### config.mk
export PLATFORM = sky130hd
export DESIGN_NAME = nm2d_obj
export DESIGN_NICKNAME = d
export VERILOG_FILES = /design/src/rtl/core/nm2d_pkg.sv /design/src/rtl/core/nm2d_obj.sv
export VERILOG_INCLUDE_DIRS = /design/src /design/src/rtl/core
export SDC_FILE = /design/constraint.sdc
export NUM_CORES = 2
export LEC_CHECK = 0
export BUFFER_PORTS_ARGS = -buffer_cell sky130_fd_sc_hd__buf_4
export CORE_MARGIN = 4
export CORE_UTILIZATION = 50
export DETAILED_ROUTE_END_ITERATION = 7
export PLACE_DENSITY = 0.71
export RECOVER_POWER = 25
export SYNTH_ARGS = -nofsm -noshare
export SYNTH_HDL_FRONTEND = slang
export SYNTH_SLANG_ARGS = --single-unit
### constraint.sdc
create_clock -name clk_i -period 9.6 [get_ports clk_i]
set_input_delay 1.44 -clock clk_i [delete_from_list [all_inputs] [get_ports clk_i]]
set_output_delay 1.44 -clock clk_i [all_outputs]
set_load 0.005 [all_outputs]
### src/rtl/core/assert_macros.svh
// assertion macros shared by the core rtl
`ifndef ASSERT_MACROS_SVH
`define ASSERT_MACROS_SVH

// same-cycle implication
`define NM_ASSERT_IMP(lbl, clk, rst_n, ante, cons, msg) \
  lbl: assert property (@(posedge clk) disable iff (!rst_n) (ante) |-> (cons)) \
    else $error(msg);

// next-cycle implication
`define NM_ASSERT_NXT(lbl, clk, rst_n, ante, cons, msg) \
  lbl: assert property (@(posedge clk) disable iff (!rst_n) (ante) |=> (cons)) \
    else $error(msg);

`endif

### src/rtl/core/nm2d_pkg.sv
`timescale 1ns / 1ps
package nm2d_pkg;

  localparam int unsigned CW   = 24;
  localparam int unsigned FB   = 16;
  localparam int unsigned VW   = 48;
  localparam int unsigned IW   = 16;
  localparam int unsigned TW   = 24;
  localparam int unsigned LIMW = TW + 2;

  localparam logic REG_TOL   = 1'b0;
  localparam logic REG_LIMIT = 1'b1;

  typedef logic signed [CW-1:0] coord_t;
  typedef logic signed [VW-1:0] value_t;

  typedef struct packed {
    coord_t x;
    coord_t y;
    value_t v;
  } vtx_t;

  typedef enum logic [4:0] {
    ST_IDLE,
    ST_LOAD,
    ST_LOAD_DONE,
    ST_EVAL,
    ST_SORT,
    ST_SP_ABS,
    ST_SP_SQ,
    ST_LOOP,
    ST_IT_M,
    ST_IT_R,
    ST_IT_DEC,
    ST_IT_E,
    ST_IT_CI,
    ST_IT_CO,
    ST_IT_S,
    ST_OUT
  } state_e;

  // saturate a widened coordinate
  function automatic coord_t sat_coord(input logic signed [CW+1:0] v);
    logic signed [CW+1:0] hi;
    logic signed [CW+1:0] lo;
    hi = (CW+2)'({1'b0, {(CW-1){1'b1}}});
    lo = -hi - (CW+2)'(1);
    if (v > hi) return hi[CW-1:0];
    else if (v < lo) return lo[CW-1:0];
    else return v[CW-1:0];
  endfunction

  // midpoint rounded toward minus infinity
  function automatic coord_t mid(input coord_t a, input coord_t b);
    logic signed [CW:0] s;
    s = (CW+1)'(a) + (CW+1)'(b);
    s = s >>> 1;
    return s[CW-1:0];
  endfunction

  // 2a - b with saturation
  function automatic coord_t refl(input coord_t a, input coord_t b);
    logic signed [CW+1:0] s;
    s = ((CW+2)'(a) <<< 1) - (CW+2)'(b);
    return sat_coord(s);
  endfunction

endpackage

### src/rtl/core/nm2d_obj.sv
`timescale 1ns / 1ps
`include "assert_macros.svh"
// objective x^2 - xy + y^2 - 4x - y + 8 on one shared multiplier
module nm2d_obj (
  input  logic             clk_i,
  input  logic             rst_ni,
  input  logic             start_i,
  input  nm2d_pkg::coord_t x_i,
  input  nm2d_pkg::coord_t y_i,
  output logic             done_o,
  output nm2d_pkg::value_t value_o
);

  localparam int unsigned PW = 2 * nm2d_pkg::CW;
  localparam int unsigned AW = PW + 2;
  localparam int unsigned RW = AW + 2;

  logic                         busy_q;
  logic [2:0]                   step_q;
  logic                         done_q;
  nm2d_pkg::coord_t             x_q, y_q;
  logic signed [PW-1:0]         prod_q;
  logic signed [AW-1:0]         acc_q;
  nm2d_pkg::value_t             value_q;
  nm2d_pkg::coord_t             op_a, op_b;
  logic signed [RW-1:0]         quad, lin, res;
  logic signed [RW-1:0]         vmax, vmin;

  // operand select per step
  always_comb begin
    op_a = (step_q == 3'd2) ? y_q : x_q;
    op_b = (step_q == 3'd0) ? x_q : y_q;
  end

  // final rounding, linear terms and saturation
  always_comb begin
    quad = (RW'(acc_q) + RW'(1 << (nm2d_pkg::FB - 1))) >>> nm2d_pkg::FB;
    lin  = -(RW'(x_q) <<< 2) - RW'(y_q) + (RW'(8) <<< nm2d_pkg::FB);
    res  = quad + lin;
    vmax = RW'({1'b0, {(nm2d_pkg::VW-1){1'b1}}});
    vmin = -vmax - RW'(1);
  end

  // control
  always_ff @(posedge clk_i or negedge rst_ni) begin
    if (!rst_ni) begin
      busy_q <= 1'b0;
      step_q <= '0;
      done_q <= 1'b0;
    end else begin
      done_q <= 1'b0;
      if (start_i && !busy_q) begin
        busy_q <= 1'b1;
        step_q <= '0;
      end else if (busy_q) begin
        step_q <= step_q + 3'd1;
        if (step_q == 3'd4) begin
          busy_q <= 1'b0;
          done_q <= 1'b1;
        end
      end
    end
  end

  // datapath
  always_ff @(posedge clk_i) begin
    if (start_i && !busy_q) begin
      x_q <= x_i;
      y_q <= y_i;
    end else if (busy_q) begin
      prod_q <= op_a * op_b;
      case (step_q)
        3'd1:    acc_q <= AW'(prod_q);
        3'd2:    acc_q <= acc_q - AW'(prod_q);
        3'd3:    acc_q <= acc_q + AW'(prod_q);
        3'd4: begin
          if (res > vmax) value_q <= vmax[nm2d_pkg::VW-1:0];
          else if (res < vmin) value_q <= vmin[nm2d_pkg::VW-1:0];
          else value_q <= res[nm2d_pkg::VW-1:0];
        end
        default: ;
      endcase
    end
  end

  assign done_o  = done_q;
  assign value_o = value_q;

  `NM_ASSERT_NXT(a_done_once, clk_i, rst_ni, done_q, !done_q, "done held twice")
  `NM_ASSERT_IMP(a_done_idle, clk_i, rst_ni, done_q, !busy_q, "done while busy")
  `NM_ASSERT_NXT(a_start_busy, clk_i, rst_ni, start_i && !busy_q, busy_q && !done_q,
                 "start not taken")

endmodule

==> results.json <==
{
  "num_vias": 27300,
  "initial_core_util_pct": 50.8,
  "h-tree-depth": 4,
  "ys_ff_latch": 199,
  "cts_made_buffers": 17,
  "syn_to_final_growth_pct": 7.44,
  "path_clk_slew_ns": 0.09,
  "finalSetupViolCount": 0,
  "tightest_slew_ns": 1.65,
  "postCtsHoldBufs": 0,
  "cts_tree": "yes",
  "yosys.area.top_type_share_pct": 36.0,
  "dieHeight_um": 276,
  "criticalPathCategory": "reg -> reg",
  "drt-pass1-iter-count": 6,
  "worstSkewPairLatency_ns": 0.48,
  "ys_seq_area_share_pct": 16.6,
  "crit_path_max_fanout": 30,
  "fmax_mhz": 112,
  "synth_area_um2": 35800,
  "worst_ep_required_time_ns": 9.81,
  "yosysMostFrequentCell": "inv_1",
  "synth_xor_area_share_pct": 5.14,
  "worstSetupStartpointType": "flop",
  "wl_per_cell_um": 20.6,
  "dieArea_um2": 75900,
  "final_nets": 4815,
  "synth_mux_area_share_pct": 2.71,
  "cts.sinks": 199,
  "antenna_found_initial": 1,
  "clock_skew_ns": 0.0235,
  "async_flop_share_pct": 2.51,
  "synthTopCellsByCount": "inv_1, fa_1, nand2_1, nor2_1, ha_1",
  "maxSlewViolCount": 50,
  "core_um2": 70500,
  "viasPerCell": 5.66,
  "synth_nets": 4755,
  "hold_class": "reg -> reg",
  "yosysWarnings": 0,
  "boundaryPins": 100,
  "gr-usage-all-layers_pct": 26.8,
  "synth_fa_ha_area_share_pct": 45.1,
  "numPortBuffers": 99,
  "overflow": 0,
  "synth_ff_type": "edfxtp_1",
  "root_buffer": "clkbuf_16",
  "avgSynthCellArea_um2": 9.41,
  "synthDistinctLibCells": 79,
  "violations": "max-capacitance violations, max-slew violations",
  "synth_top_family_by_area": "adder cells",
  "period_minus_slack_ns": 8.95,
  "maxCapViolations": 2,
  "slew_headroom_pct": -10.1,
  "drcViolationCount": 0,
  "rsz0062_at_grt": "no",
  "syn_inst": 3802,
  "whs_ns": 0.618,
  "cp_slowest_cell": "mux2i_1",
  "cts_resized": 0,
  "gp_congestion": 0.962,
  "drt_iter0_drc": 2378,
  "grt_max_degree": 98,
  "synth_edf_count": 194,
  "cpPeakStageDelay_ns": 0.73,
  "grt_pass1_wl_um": 157000,
  "row_count": 97,
  "synth_area_leader_cell": "fa_1",
  "hold_viol": 0,
  "drive_above_1_share_pct": 7.59,
  "totalWireLength_um": 99400,
  "finalCritPeriodShare_pct": 93.2,
  "setup_tns_ns": 0,
  "fillCellCount": 6321,
  "dp_hpwl_um": 81700,
  "crit_arrival_ns": 9.16,
  "die_x_um": 276,
  "first_global_vias": 28100,
  "critPathCaptureType": "flop",
  "synth-compound-area-share_pct": 8.89,
  "synthTopCellsByArea": "fa_1, edfxtp_1, ha_1",
  "clockBufferDepth": 2,
  "status": "finished with violations",
  "postCtsSetupBuffers": 0,
  "diodes": 0,
  "synthSimpleGateAreaFrac_pct": 12.3,
  "final_antenna_net_count": 0
}
[metrics by stage]
| stage | worst slack [ns] | area, µm² | instances | util, % |
|---|---|---|---|---|
| after floorplan | 1.12 | 35800 | 3802 | - |
| after global placement | 0.844 | 37800 | 4783 | 53.7 |
| after detailed placement | 0.772 | 37800 | 4783 | 53.7 |
| after CTS | 0.743 | 38500 | 4815 | 54.6 |
| after global routing | 0.288 | 38500 | 4815 | 54.5 |
| final | 0.654 | 38500 | 4815 | 54.5 |
[layer usage]
| layer | share of wire [%] | global-route usage (%) | vias up |
|---|---|---|---|
| li1 | - | - | 12100 |
| met1 | 40 | 36.2 | 13600 |
| met2 | 46 | 43.1 | 1254 |
| met3 | 9.2 | 4.72 | 263 |
| met4 | 4.7 | 10.9 | 2 |
| met5 | 0.013 | 0 | - |
[layout by cell type, fill, tap and decap left out, types with 23 or more instances in the layout]
cell and n:
nand2_1 399, inv_1 749, xnor2_1 96, a21o_1 78
a21oi_1 165, o21ai_0 119, buf_4 115, and3_1 23
fa_1 643, xor2_1 114, nor2_1 384, edfxtp_1 194
mux2i_1 35, mux2_2 48, clkbuf_4 48, ha_1 258
nor3_1 27, nand3_1 44, nand2b_1 24
[path summary, 6_finish.rpt]
check / start / endpoint / slack [ns] / cells after the start
max in group asynchronous: rst_ni / step_q[2] / 8.38 / 1
min in group asynchronous: rst_ni / done_o / 0.89 / 1
setup / recovery: step_q[0] / prod_q[45] / 0.65 / 31
hold / removal: step_q[0] / step_q[0] / 0.62 / 1
hold reg to reg: step_q[0] / step_q[0] / 0.62 / 1
setup reg to reg: step_q[0] / prod_q[45] / 0.65 / 31
[critical path: cells and delay by family (launching register included)]
family	cells	cell delay, ns
buffers and inverters	9	0.96
and+or+nand+nor	3	0.52
AOI/OAI and AO/OA	8	1.98
muxes	1	0.73
xor gates and xnor gates	1	0.16
adders and majority gates	9	3.88
DFF	1	0.42
[sequential cells by signal, indices dropped and copies added (netlist names)]
name / cells
value_o: 48
step_q: 3
x_q: 24
busy_q: 1
y_q: 24
acc_q: 50
done_o: 1
prod_q: 48
[cell type report]
type | instances | area, µm² | share of cell area [%]
Clock buffer | 17 | 425 | 1.11
Inverter | 750 | 2820 | 7.32
Sequential cell | 199 | 5950 | 15.5
Tap cell | 940 | 1180 | 3.06
Timing Repair Buffer | 168 | 1270 | 3.32
Multi-Input combinational cell | 2726 | 26600 | 69.2
Clock inverter | 15 | 215 | 0.560
[cell families after synthesis]
logic type / count (synthesis)
adder cells (fa/ha/maj): 904
XOR/XNOR: 210
buffers and inverters: 877
flip-flops: 199
multiplexers: 91
AND/OR/NAND/NOR: 1015
AO/OA/AOI/OAI: 506
Power is not shown: default switching activity piles up to over one toggle a cycle in this logic, so the estimate is an artifact.
